**src/hw/rtl/tcpq_pkg.sv**
```systemverilog
// ----------------------------------------------------------------------------
// tcpq_pkg
// shared types and constants of the three class priority queue
// ----------------------------------------------------------------------------
package tcpq_pkg;

    localparam int DEPTH_DEF   = 16;
    localparam int ID_BITS_DEF = 16;
    localparam int CLS_W       = 2;
    localparam int NUM_CLS     = 3;

    typedef logic [CLS_W-1:0] cls_t;

    localparam cls_t VIP     = 2'd0;
    localparam cls_t MIDDLE  = 2'd1;
    localparam cls_t GENERAL = 2'd2;

    localparam logic ACT_ENQ = 1'b0;
    localparam logic ACT_DEQ = 1'b1;

    typedef enum logic [1:0] {
        ST_OK    = 2'd0,
        ST_FULL  = 2'd1,
        ST_EMPTY = 2'd2
    } status_t;

    // request from the controller to the pointer logic
    typedef struct packed {
        logic enq;
        logic deq;
        cls_t enq_cls;
    } sched_ctrl_t;

    // queue condition back to the controller
    typedef struct packed {
        logic empty;
        logic full;
        cls_t head_cls;
    } sched_stat_t;

endpackage

```
**src/hw/rtl/tcpq_mem.sv**
```systemverilog
// ----------------------------------------------------------------------------
// tcpq_mem
// entry id storage, one write port, one registered read port
// ----------------------------------------------------------------------------
module tcpq_mem #(
    parameter int ADDR_W = 6,
    parameter int DATA_W = 16,
    parameter int WORDS  = 48
) (
    input  logic              clk,
    input  logic              wr_en,
    input  logic [ADDR_W-1:0] wr_addr,
    input  logic [DATA_W-1:0] wr_data,
    input  logic              rd_en,
    input  logic [ADDR_W-1:0] rd_addr,
    output logic [DATA_W-1:0] rd_data
);

    logic [DATA_W-1:0] mem [WORDS];
    logic [DATA_W-1:0] rd_data_reg;

    always_ff @(posedge clk)
    begin
        if (wr_en)
        begin
            mem[wr_addr] <= wr_data;
        end
    end

    always_ff @(posedge clk)
    begin
        if (rd_en)
        begin
            rd_data_reg <= mem[rd_addr];
        end
    end

    assign rd_data = rd_data_reg;

endmodule

```
**src/hw/rtl/tcpq_sched.sv**
```systemverilog
// ----------------------------------------------------------------------------
// tcpq_sched
// per class ring pointers and counts; picks the head class
// ----------------------------------------------------------------------------
module tcpq_sched #(
    parameter int DEPTH = 16,
    parameter int PTR_W = 4,
    parameter int CNT_W = 5
) (
    input  logic                   clk,
    input  logic                   rst_n,
    input  tcpq_pkg::sched_ctrl_t  ctrl,
    output tcpq_pkg::sched_stat_t  stat,
    output logic [PTR_W+1:0]       wr_addr,
    output logic [PTR_W+1:0]       rd_addr,
    output logic [CNT_W-1:0]       held
);

    import tcpq_pkg::*;

    logic [PTR_W-1:0] head_reg [NUM_CLS];
    logic [PTR_W-1:0] head_next [NUM_CLS];
    logic [PTR_W-1:0] tail_reg [NUM_CLS];
    logic [PTR_W-1:0] tail_next [NUM_CLS];
    logic [CNT_W-1:0] cnt_reg [NUM_CLS];
    logic [CNT_W-1:0] cnt_next [NUM_CLS];
    logic [CNT_W-1:0] held_reg;
    logic [CNT_W-1:0] held_next;
    cls_t             head_cls;
    logic [PTR_W-1:0] head_sel;
    logic [PTR_W-1:0] tail_sel;

    function automatic logic [PTR_W-1:0] ptr_inc(input logic [PTR_W-1:0] p);
        logic [PTR_W-1:0] r;
        if (p == PTR_W'(DEPTH - 1))
        begin
            r = '0;
        end
        else
        begin
            r = p + 1'b1;
        end
        return r;
    endfunction

    always_comb
    begin
        if (cnt_reg[0] != '0)
        begin
            head_cls = VIP;
        end
        else if (cnt_reg[1] != '0)
        begin
            head_cls = MIDDLE;
        end
        else
        begin
            head_cls = GENERAL;
        end
    end

    // small muxes over the three classes
    always_comb
    begin
        head_sel = head_reg[0];
        tail_sel = tail_reg[0];
        for (int c = 1; c < NUM_CLS; c++)
        begin
            if (head_cls == cls_t'(c))
            begin
                head_sel = head_reg[c];
            end
            if (ctrl.enq_cls == cls_t'(c))
            begin
                tail_sel = tail_reg[c];
            end
        end
    end

    assign rd_addr = {head_cls, head_sel};
    assign wr_addr = {ctrl.enq_cls, tail_sel};

    always_comb
    begin
        held_next = held_reg;
        for (int c = 0; c < NUM_CLS; c++)
        begin
            head_next[c] = head_reg[c];
            tail_next[c] = tail_reg[c];
            cnt_next[c]  = cnt_reg[c];
            if (ctrl.enq && ctrl.enq_cls == cls_t'(c))
            begin
                tail_next[c] = ptr_inc(tail_reg[c]);
                cnt_next[c]  = cnt_reg[c] + 1'b1;
            end
            if (ctrl.deq && head_cls == cls_t'(c))
            begin
                head_next[c] = ptr_inc(head_reg[c]);
                cnt_next[c]  = cnt_reg[c] - 1'b1;
            end
        end
        if (ctrl.enq)
        begin
            held_next = held_reg + 1'b1;
        end
        else if (ctrl.deq)
        begin
            held_next = held_reg - 1'b1;
        end
    end

    always_ff @(posedge clk or negedge rst_n)
    begin
        if (!rst_n)
        begin
            held_reg <= '0;
            for (int c = 0; c < NUM_CLS; c++)
            begin
                head_reg[c] <= '0;
                tail_reg[c] <= '0;
                cnt_reg[c]  <= '0;
            end
        end
        else
        begin
            held_reg <= held_next;
            for (int c = 0; c < NUM_CLS; c++)
            begin
                head_reg[c] <= head_next[c];
                tail_reg[c] <= tail_next[c];
                cnt_reg[c]  <= cnt_next[c];
            end
        end
    end

    assign stat.empty    = (held_reg == '0);
    assign stat.full     = (held_reg == CNT_W'(DEPTH));
    assign stat.head_cls = head_cls;
    assign held          = held_reg;

endmodule

```
**src/hw/rtl/three_class_priority_queue.sv**
```systemverilog
// ----------------------------------------------------------------------------
// three_class_priority_queue
// bounded queue of ids ordered by class (0 first), fifo within a class
// ----------------------------------------------------------------------------
// Input channel (in_valid/in_ready) carries action, entry_id, entry_class.
// action 0 enqueues entry_id in class entry_class (class 3 counts as 2);
// action 1 dequeues the head, the oldest entry of the best class held.
// Each input beat yields exactly one result beat on out_valid/out_ready:
// status, served_id, served_class and occupancy after the item.
// Enqueue and failed dequeue results are registered in the cycle after the
// input beat; a served dequeue first passes S_DEQ, reading the id memory.
// One enqueue per cycle while out_ready is high; no beat is taken in
// S_DEQ. The next input beat is taken in the cycle the result register
// frees up, so a waiting result does not block it while out_ready is high.
// Ids live in one memory split into a ring per class; pointers and counts
// live in flip-flops. Reset empties the queue at once (no clearing pass);
// memory contents are left as they are. When the receiver stalls, the
// result holds and no further input beat is accepted.
// ----------------------------------------------------------------------------
module three_class_priority_queue #(
    parameter int DEPTH   = tcpq_pkg::DEPTH_DEF,
    parameter int ID_BITS = tcpq_pkg::ID_BITS_DEF
) (
    input  logic                       clk,
    input  logic                       rst_n,
    input  logic                       in_valid,
    output logic                       in_ready,
    input  logic                       action,
    input  logic [ID_BITS-1:0]         entry_id,
    input  logic [tcpq_pkg::CLS_W-1:0] entry_class,
    output logic                       out_valid,
    input  logic                       out_ready,
    output logic [1:0]                 status,
    output logic [ID_BITS-1:0]         served_id,
    output logic [tcpq_pkg::CLS_W-1:0] served_class,
    output logic [$clog2(DEPTH+1)-1:0] occupancy
);

    import tcpq_pkg::*;

    localparam int PTR_W  = (DEPTH > 1) ? $clog2(DEPTH) : 1;
    localparam int CNT_W  = $clog2(DEPTH + 1);
    localparam int ADDR_W = PTR_W + CLS_W;
    localparam int WORDS  = NUM_CLS * (1 << PTR_W);

    typedef enum logic [1:0] {
        S_IDLE = 2'b01,
        S_DEQ  = 2'b10
    } state_t;

    state_t              state_reg;
    state_t              state_next;
    logic                out_valid_reg;
    logic                out_valid_next;
    status_t             status_reg;
    status_t             status_next;
    logic [ID_BITS-1:0]  id_reg;
    logic [ID_BITS-1:0]  id_next;
    cls_t                cls_reg;
    cls_t                cls_next;
    logic [CNT_W-1:0]    occ_reg;
    logic [CNT_W-1:0]    occ_next;
    cls_t                deq_cls_reg;
    cls_t                deq_cls_next;

    logic                acc;
    logic                out_free;
    cls_t                enq_cls;
    sched_ctrl_t         ctrl;
    sched_stat_t         stat;
    logic [ADDR_W-1:0]   wr_addr;
    logic [ADDR_W-1:0]   rd_addr;
    logic [CNT_W-1:0]    held;
    logic [ID_BITS-1:0]  rd_data;

    assign out_free = !out_valid_reg || out_ready;
    assign in_ready = (state_reg == S_IDLE) && out_free;
    assign acc      = in_valid && in_ready;
    assign enq_cls  = (entry_class > GENERAL) ? GENERAL : entry_class;

    assign ctrl.enq     = acc && (action == ACT_ENQ) && !stat.full;
    assign ctrl.deq     = acc && (action == ACT_DEQ) && !stat.empty;
    assign ctrl.enq_cls = enq_cls;

    tcpq_sched #(
        .DEPTH (DEPTH),
        .PTR_W (PTR_W),
        .CNT_W (CNT_W)
    ) u_sched (
        .clk     (clk),
        .rst_n   (rst_n),
        .ctrl    (ctrl),
        .stat    (stat),
        .wr_addr (wr_addr),
        .rd_addr (rd_addr),
        .held    (held)
    );

    tcpq_mem #(
        .ADDR_W (ADDR_W),
        .DATA_W (ID_BITS),
        .WORDS  (WORDS)
    ) u_mem (
        .clk     (clk),
        .wr_en   (ctrl.enq),
        .wr_addr (wr_addr),
        .wr_data (entry_id),
        .rd_en   (ctrl.deq),
        .rd_addr (rd_addr),
        .rd_data (rd_data)
    );

    always_comb
    begin
        state_next     = state_reg;
        out_valid_next = out_valid_reg && !out_ready;
        status_next    = status_reg;
        id_next        = id_reg;
        cls_next       = cls_reg;
        occ_next       = occ_reg;
        deq_cls_next   = deq_cls_reg;
        case (state_reg)
            S_IDLE:
            begin
                if (acc)
                begin
                    if (ctrl.deq)
                    begin
                        deq_cls_next = stat.head_cls;
                        state_next   = S_DEQ;
                    end
                    else
                    begin
                        out_valid_next = 1'b1;
                        id_next        = '0;
                        cls_next       = VIP;
                        occ_next       = held;
                        if (ctrl.enq)
                        begin
                            status_next = ST_OK;
                            occ_next    = held + 1'b1;
                        end
                        else if (action == ACT_ENQ)
                        begin
                            status_next = ST_FULL;
                        end
                        else
                        begin
                            status_next = ST_EMPTY;
                        end
                    end
                end
            end
            S_DEQ:
            begin
                // read data is held until the result slot frees
                if (out_free)
                begin
                    out_valid_next = 1'b1;
                    status_next    = ST_OK;
                    id_next        = rd_data;
                    cls_next       = deq_cls_reg;
                    occ_next       = held;
                    state_next     = S_IDLE;
                end
            end
            default:
            begin
                state_next = S_IDLE;
            end
        endcase
    end

    always_ff @(posedge clk or negedge rst_n)
    begin
        if (!rst_n)
        begin
            state_reg     <= S_IDLE;
            out_valid_reg <= 1'b0;
        end
        else
        begin
            state_reg     <= state_next;
            out_valid_reg <= out_valid_next;
        end
    end

    always_ff @(posedge clk)
    begin
        status_reg  <= status_next;
        id_reg      <= id_next;
        cls_reg     <= cls_next;
        occ_reg     <= occ_next;
        deq_cls_reg <= deq_cls_next;
    end

    assign out_valid    = out_valid_reg;
    assign status       = status_reg;
    assign served_id    = id_reg;
    assign served_class = cls_reg;
    assign occupancy    = occ_reg;

    a_occ_bound: assert property (@(posedge clk) disable iff (!rst_n)
        out_valid |-> (occupancy <= CNT_W'(DEPTH)))
        else $error("occupancy above depth");

    a_fail_zero: assert property (@(posedge clk) disable iff (!rst_n)
        (out_valid && status_reg != ST_OK) |-> (served_id == '0 && served_class == VIP))
        else $error("failed beat carries served data");

    a_deq_read: assert property (@(posedge clk) disable iff (!rst_n)
        ctrl.deq |=> (state_reg == S_DEQ && held == $past(held) - 1'b1))
        else $error("dequeue did not start a memory read");

    a_enq_ok: assert property (@(posedge clk) disable iff (!rst_n)
        ctrl.enq |=> (out_valid && status_reg == ST_OK && occupancy == held))
        else $error("enqueue result mismatch");

endmodule

```
**config.mk**
```make
export PLATFORM = sky130hd
export DESIGN_NAME = three_class_priority_queue
export DESIGN_NICKNAME = d
export VERILOG_FILES = /design/src/hw/rtl/tcpq_pkg.sv /design/src/hw/rtl/tcpq_mem.sv /design/src/hw/rtl/tcpq_sched.sv /design/src/hw/rtl/three_class_priority_queue.sv
export SDC_FILE = /design/constraint.sdc
export NUM_CORES = 1
export LEC_CHECK = 0
export ABC_AREA = 1
export BUFFER_PORTS_ARGS = -buffer_cell sky130_fd_sc_hd__buf_2
export CAP_MARGIN = 5
export CORE_MARGIN = 2
export CORE_UTILIZATION = 40
export DETAILED_ROUTE_END_ITERATION = 8
export SLEW_MARGIN = 20
export SYNTH_ARGS = -nofsm -noshare
export SYNTH_HDL_FRONTEND = slang
export SYNTH_SLANG_ARGS = --single-unit
```
**constraint.sdc**
```tcl
create_clock -name clk -period 4.12 [get_ports clk]
set_input_delay 0.618 -clock clk [delete_from_list [all_inputs] [get_ports clk]]
set_output_delay 0.618 -clock clk [all_outputs]
set_load 0.05 [all_outputs]
```
Word-level counts from Yosys, hierarchy flattened
Memories as Yosys holds them, arrays and structs flattened. A register that Yosys moved wholly into a read port is not among the register bits.
Cells that the tools add are included.

word-level totals
  register bits after elaboration = 69
  bits of input ports = 23
  logic and storage cells = 126
  memories = 1
  bits in writable memories = 768
  output and inout port bits = 27

operators by class
  multiplexer cells = 48
  add/sub/neg operators = 12
  bitwise gates (word level) = 1
  order comparisons = 1
  reductions and logical operators = 30
  equal/unequal tests = 17

memory list
  memory     words  bits a word  read ports  clocked after memory_dff  wr ports  RTL line        source
  u_mem.mem  48     16           1           1                         1         tcpq_mem.sv:19  logic [DATA_W-1:0] mem [WORDS];

operators by type and width
  operator             count
  $mux 5               10
  $mux 16              3
  $mux 4               10
  $pmux 16 s2          1
  $mux 2               14
  $add 4x1->4 const B  6
  $eq 4x4->1 const B   6
  $add 5x1->5 const B  3
  $sub 5x1->5 const B  3
  $logic_and 1x1->1    13
  $pmux 2 s2           3
  $pmux 5 s2           1
  $reduce_bool 5->1    2
  $reduce_bool 2->1    4
  $eq 2x1->1 const B   3
  $eq 2x2->1 const B   3
  $ne 2x2->1 const B   3
  $reduce_and 3->1     2
  $eq 5x5->1 const B   1
  $logic_not 5->1      1
  $mux 1               5
  $logic_not 1->1      4
  $logic_not 2->1      2
  $reduce_and 4->1     1
  5 further kinds      5

Depth between registers and ports, before layout
  depth after elaboration = 10
  gate-level depth with buffers = 16
  gate-level depth less buffers = 15

Modules after synthesis
Synthesis repeated with hierarchy kept, for this count alone.

unflattened totals
  cells, all modules = 3003
  area, all modules = 35415.2 µm²

modules (own cells, without submodules)
  module                      sequential area each (µm²)  cells an instance  area each (µm²)  times used
  tcpq_mem                    23542.6                     2576               31591.5          1
  tcpq_sched                  975.9                       285                2397.3           1
  three_class_priority_queue  887.1                       142                1426.4           1

Worst setup path after synthesis
Ideal clock, no wire load.

  kind = register -> register
  start = register state_reg[0]
  end = register u_sched.cnt_reg[14] (netlist name)
  buffers on the path = 0
  setup time = 0.118 ns
  cell stages (with the launch flop) = 15
  data arrival time = 3.641 ns
  required time = 4.002 ns
  clock period less this slack = 3.759 ns
  path slack = 0.361 ns
  cells stage by stage = dfstp_2 -> ha_1 -> inv_2 -> nor2_2 -> nand2_1 -> nor2_2 -> inv_2 -> nor2_2 -> inv_1 -> fa_1 -> o21ai_0 -> nand3_1 -> o21ai_1 -> xor2_1 -> inv_1

on the way
  cells in the longest elaborated chain, start to end = 7
  elaborated cells on any way between the ends = 11
  those cells by class = 1 x eq/ne; 1 x mux; 9 x reduce/logical

ends and longest elaborated chain
  what                                         RTL line                           source
  from (decl)                                  three_class_priority_queue.sv:51   state_t state_reg;
  from (signal assigned)                       three_class_priority_queue.sv:183  state_reg <= state_next;
  $eq 2x1->1 *                                 three_class_priority_queue.sv:77   assign in_ready = (state_reg == S_IDLE) && out_free;
  $logic_and 1x1->1 *                          three_class_priority_queue.sv:77
  net in_ready                                 three_class_priority_queue.sv:27   output logic in_ready,
  $logic_and 1x1->1 *                          three_class_priority_queue.sv:78   assign acc = in_valid && in_ready;
  $logic_and 1x1->1 * (2 in series)            three_class_priority_queue.sv:82   assign ctrl.deq = acc && (action == ACT_DEQ) && !stat.empty;
  net u_mem.rd_en                              tcpq_mem.sv:14                     input logic rd_en,
  $logic_and 1x1->1 *                          tcpq_sched.sv:96                   if (ctrl.deq && head_cls == cls_t'(c))
  $mux 5 or $reduce_bool 2->1 (tied branches)  n/a
  to (signal, indexed assignment)              tcpq_sched.sv:131                  cnt_reg[c] <= cnt_next[c];
  to (decl)                                    tcpq_sched.sv:25                   logic [CNT_W-1:0] cnt_reg [NUM_CLS];

The timed path passes the listed nets; every way through them passes the cells marked *.
A chain may end at the register's enable or synchronous reset.

Worst setup path after layout
  start = register u_sched.cnt_reg[12] (netlist name)
  end = register u_mem.rd_data_reg[7], in the netlist u_mem.rd_data[7], read port of u_mem.mem, data pin

on the way
  cells in the longest elaborated chain, start to end = 5
  elaborated cells on any way between the ends = 6
  those cells by class = 2 x eq/ne; 3 x mux; 1 x reduce/logical

ends and longest elaborated chain
  what                  RTL line          source
  $reduce_bool 5->1 *   tcpq_sched.sv:48  if (cnt_reg[0] != '0)
  $mux 2 *              tcpq_sched.sv:48
  $eq 2x1->1            tcpq_sched.sv:69  if (head_cls == cls_t'(c))
  $mux 4 (2 in series)  tcpq_sched.sv:69
  to (decl)             tcpq_mem.sv:20    logic [DATA_W-1:0] rd_data_reg;

Every way passes the cells marked *; elsewhere a longest branch is shown, timed or not.

==> results.toml <==
[floorplan]
core_mm2 = 0.0914
ioPinCount = 50
fp.dieW_um = 307
die-area_mm2 = 0.0943
chipHeight_um = 307
start_util_pct = 40.2
rows = 111

[final_layout]
drive_gt1_share_pct = 9.13
fin_util_pct = 45.3
largest_register_ffs = 768
regArea_mm2 = 0.0254
areaGrowthSynthToFinish_pct = 12.7
nets = 3353
multi_input_area_mm2 = 0.00872
antenna_cells = 0
fillers = 8215
fin_area_mm2 = 0.0414

[sta]
relSlewSlack_pct = 23.9
worst_pin_slew_ns = 1.14
finalCritPeriodShare_pct = 85.9
rsz0062_at_grt = "false"
drv_slew = 0
finalSetupTns_ns = 0
setup_viol = 0
min_period_ns = 3.54
fmax_mhz = 283
finalHoldViolCount = 0
finalClockSkew_ns = 0.0275
holdWs_ns = 0.278

[place]
place_congestion = 0.852
hpwl_um = 57500
placed_cell_area_mm2 = 0.0385
io_buffers = 49

[synth]
ys_seq_area_share_pct = 69.1
postSynth.asyncResetShare_pct = 4.92
synthAdderAreaFrac_pct = 0.756
synthSimpleGateAreaFrac_pct = 17.6
synth_compound_area_share_pct = 4.75
synth_top_family_by_area = "simple AND/OR/NAND/NOR gates"
synthFlopType = "edfxtp_1"
yosys-top-cells-area = "edfxtp_1 (66%), nand3_1 (6.4%), nand2_1 (6.4%)"
synth_common_cells = "edfxtp_1 (811), nand2_1 (627), nand3_1 (472)"
synthXorXnorAreaFrac_pct = 0.453
synth_edf_count = 811
synth_top_area_share_pct = 66.3
yosysUniqueCellTypes = 44
synth_cells = 3257
yosysWarnings = 0
synth_area_mm2 = 0.0367
synth_nets = 3301
ys_seq_elements = 853
syn_area_per_cell_um2 = 11.3
yosys.area.top_type = "edfxtp_1"
synth_most_common_cell = "edfxtp_1"
muxShareOfSynthArea_pct = 0.0306

[setup_path]
crit_chain = "nor2_2 > nand4_1 > nand2_1 > nand3_4 > inv_4 > buf_12 > buf_12 > o211ai_1 > nand3_1 > nand3_1 > nand2_1 > nand2_1 > nand3_1"
end_kind = "register"
start_kind = "register"
critPathRequiredTime_ns = 4.63
cpPeakStageDelay_ns = 0.50
cp_data_arrival_time_ns = 4.05
path_class = "register to register"
crit_path_top_delay_cell = "nand4_1"
crit_path_max_fanout = 40
path_buf_inv = 3
worst_path_dominant_cell_family = "simple AND/OR/NAND/NOR gates"

[power_and_ir_drop]
power_leakage_uw = 0.0161
irDropWorstVdd_uv = 616
power_density_mw_per_mm2 = 675

[clock_network]
cts-root-buf = "clkbuf_16"
cts.sinks = 853
cts_resized = 0
cts.reportedPaths.clkPinSlew_ns = 0.06
ctsHoldBuffers = 0
cts.htree.levels = 3
cts_buffer_depth = 3
cts_tree = "built"
clk_latency_ns = 0.66
cts_buffers = 92
post_cts_buffers = 0

[detailed_routing]
drtIter0Drc = 3054
vias_per_cell = 5.37
ant_nets = 0
wl_per_cell_um = 21.9
vias = 24556
route.detailed.drc = 0
routed_wl_um = 100000
firstDrtPassIters = 6

[outcome]
status = "complete, no violations"

[grt]
grt_pass1_vias = 23032
track_usage_pct = 21.2
grt_pass1_wl_um = 150000
antenna_found_initial = 2
overflow = 0
grt_max_degree = 126

[run]
cap_violations = 0

[min_path]
hold_path.class = "input pin to register"
## kinds of logic (layout without fill, tap and decap cells)
group,count (synthesis),count (layout)
muxes,1,1
DFF,853,853
adders and majority gates,21,21
xor gates and xnor gates,19,19
AOI/OAI and AO/OA,266,266
buffers and inverters,643,769
and+or+nand+nor,1454,1454
## per-stage QoR
step	setup WS, ns	total power (uW)	instances
3_3_place_gp	0.727	20200	4399
2_1_floorplan	0.361	17000	3257
3_5_place_dp	0.638	20200	4399
6_report	0.581	28000	4569
5_1_grt	0.396	29300	4569
4_1_cts	0.615	28100	4567
## cells in the final DEF, fill, tap and decap left out, types with 3 or more instances in the layout
cell type | Yosys | final
clkbuf_8 | 0 | 3
o21ai_0 | 72 | 72
bufinv_16 | 0 | 3
nor2_2 | 6 | 5
ha_1 | 19 | 19
o22ai_1 | 5 | 5
clkinv_2 | 0 | 20
xnor2_1 | 5 | 5
o21ai_1 | 12 | 12
edfxtp_1 | 811 | 811
clkinvlp_4 | 0 | 3
nand3_1 | 472 | 472
buf_12 | 0 | 18
or2_2 | 6 | 6
buf_4 | 21 | 81
or2_1 | 12 | 12
xor2_1 | 14 | 14
nand3_4 | 1 | 4
clkbuf_1 | 58 | 25
nand2_2 | 3 | 3
o211ai_1 | 153 | 153
nor2_4 | 2 | 3
clkinv_1 | 1 | 15
dfrtp_1 | 41 | 41
nand4_1 | 112 | 112
nor2_1 | 197 | 197
nor3_1 | 7 | 7
buf_2 | 92 | 45
inv_1 | 445 | 445
a21oi_1 | 15 | 15
clkbuf_16 | 0 | 94
inv_2 | 10 | 7
nand2_1 | 627 | 626
## area by class of cell
cell class,instances,share of cell area [%]
Clock buffer,122,6.01
Timing Repair Buffer,145,2.91
Multi-Input combinational cell,1761,21.1
Tap cell,1186,3.58
Clock inverter,46,0.901
Inverter,456,4.15
Sequential cell,853,61.4
## tightest hold or removal path, delay by kind of cell
kind	cells	cell delay, ns
compound gates	1	0.07
buf+inv	1	0.09
simple gates	2	0.11
## metal layers
layer	track usage (%)	wire [um]
met5	0	0
met2	33.0	45500
met1	31.0	44100
met4	5.79	2330
met3	3.07	8050
## path summary, 6_finish.rpt
path / startpoint / endpoint / slack [ns] / depth (start not counted)
min in group asynchronous: rst_n / u_sched.cnt_reg[8]$_DFFE_PN0P_ / 0.52 / 2
max: u_sched.cnt_reg[12]$_DFFE_PN0P_ / u_mem.rd_data[7]$_DFFE_PP_ / 0.58 / 13
max reg2reg: u_sched.cnt_reg[12]$_DFFE_PN0P_ / u_mem.rd_data[7]$_DFFE_PP_ / 0.58 / 13
min: out_ready / out_valid$_DFF_PN0_ / 0.28 / 4
max in group asynchronous: rst_n / u_sched.tail_reg[1]$_DFFE_PN0P_ / 3.18 / 2
min reg2reg: u_sched.head_reg[3]$_DFFE_PN0P_ / u_sched.head_reg[3]$_DFFE_PN0P_ / 0.49 / 1
## where the power goes
part / switching [uW] / total, uW / internal (uW)
combinational: 7080 / 9810 / 2730
clock: 3420 / 7870 / 4460
sequential: 248 / 10300 / 10000
Power figures use the tool's default switching activity.
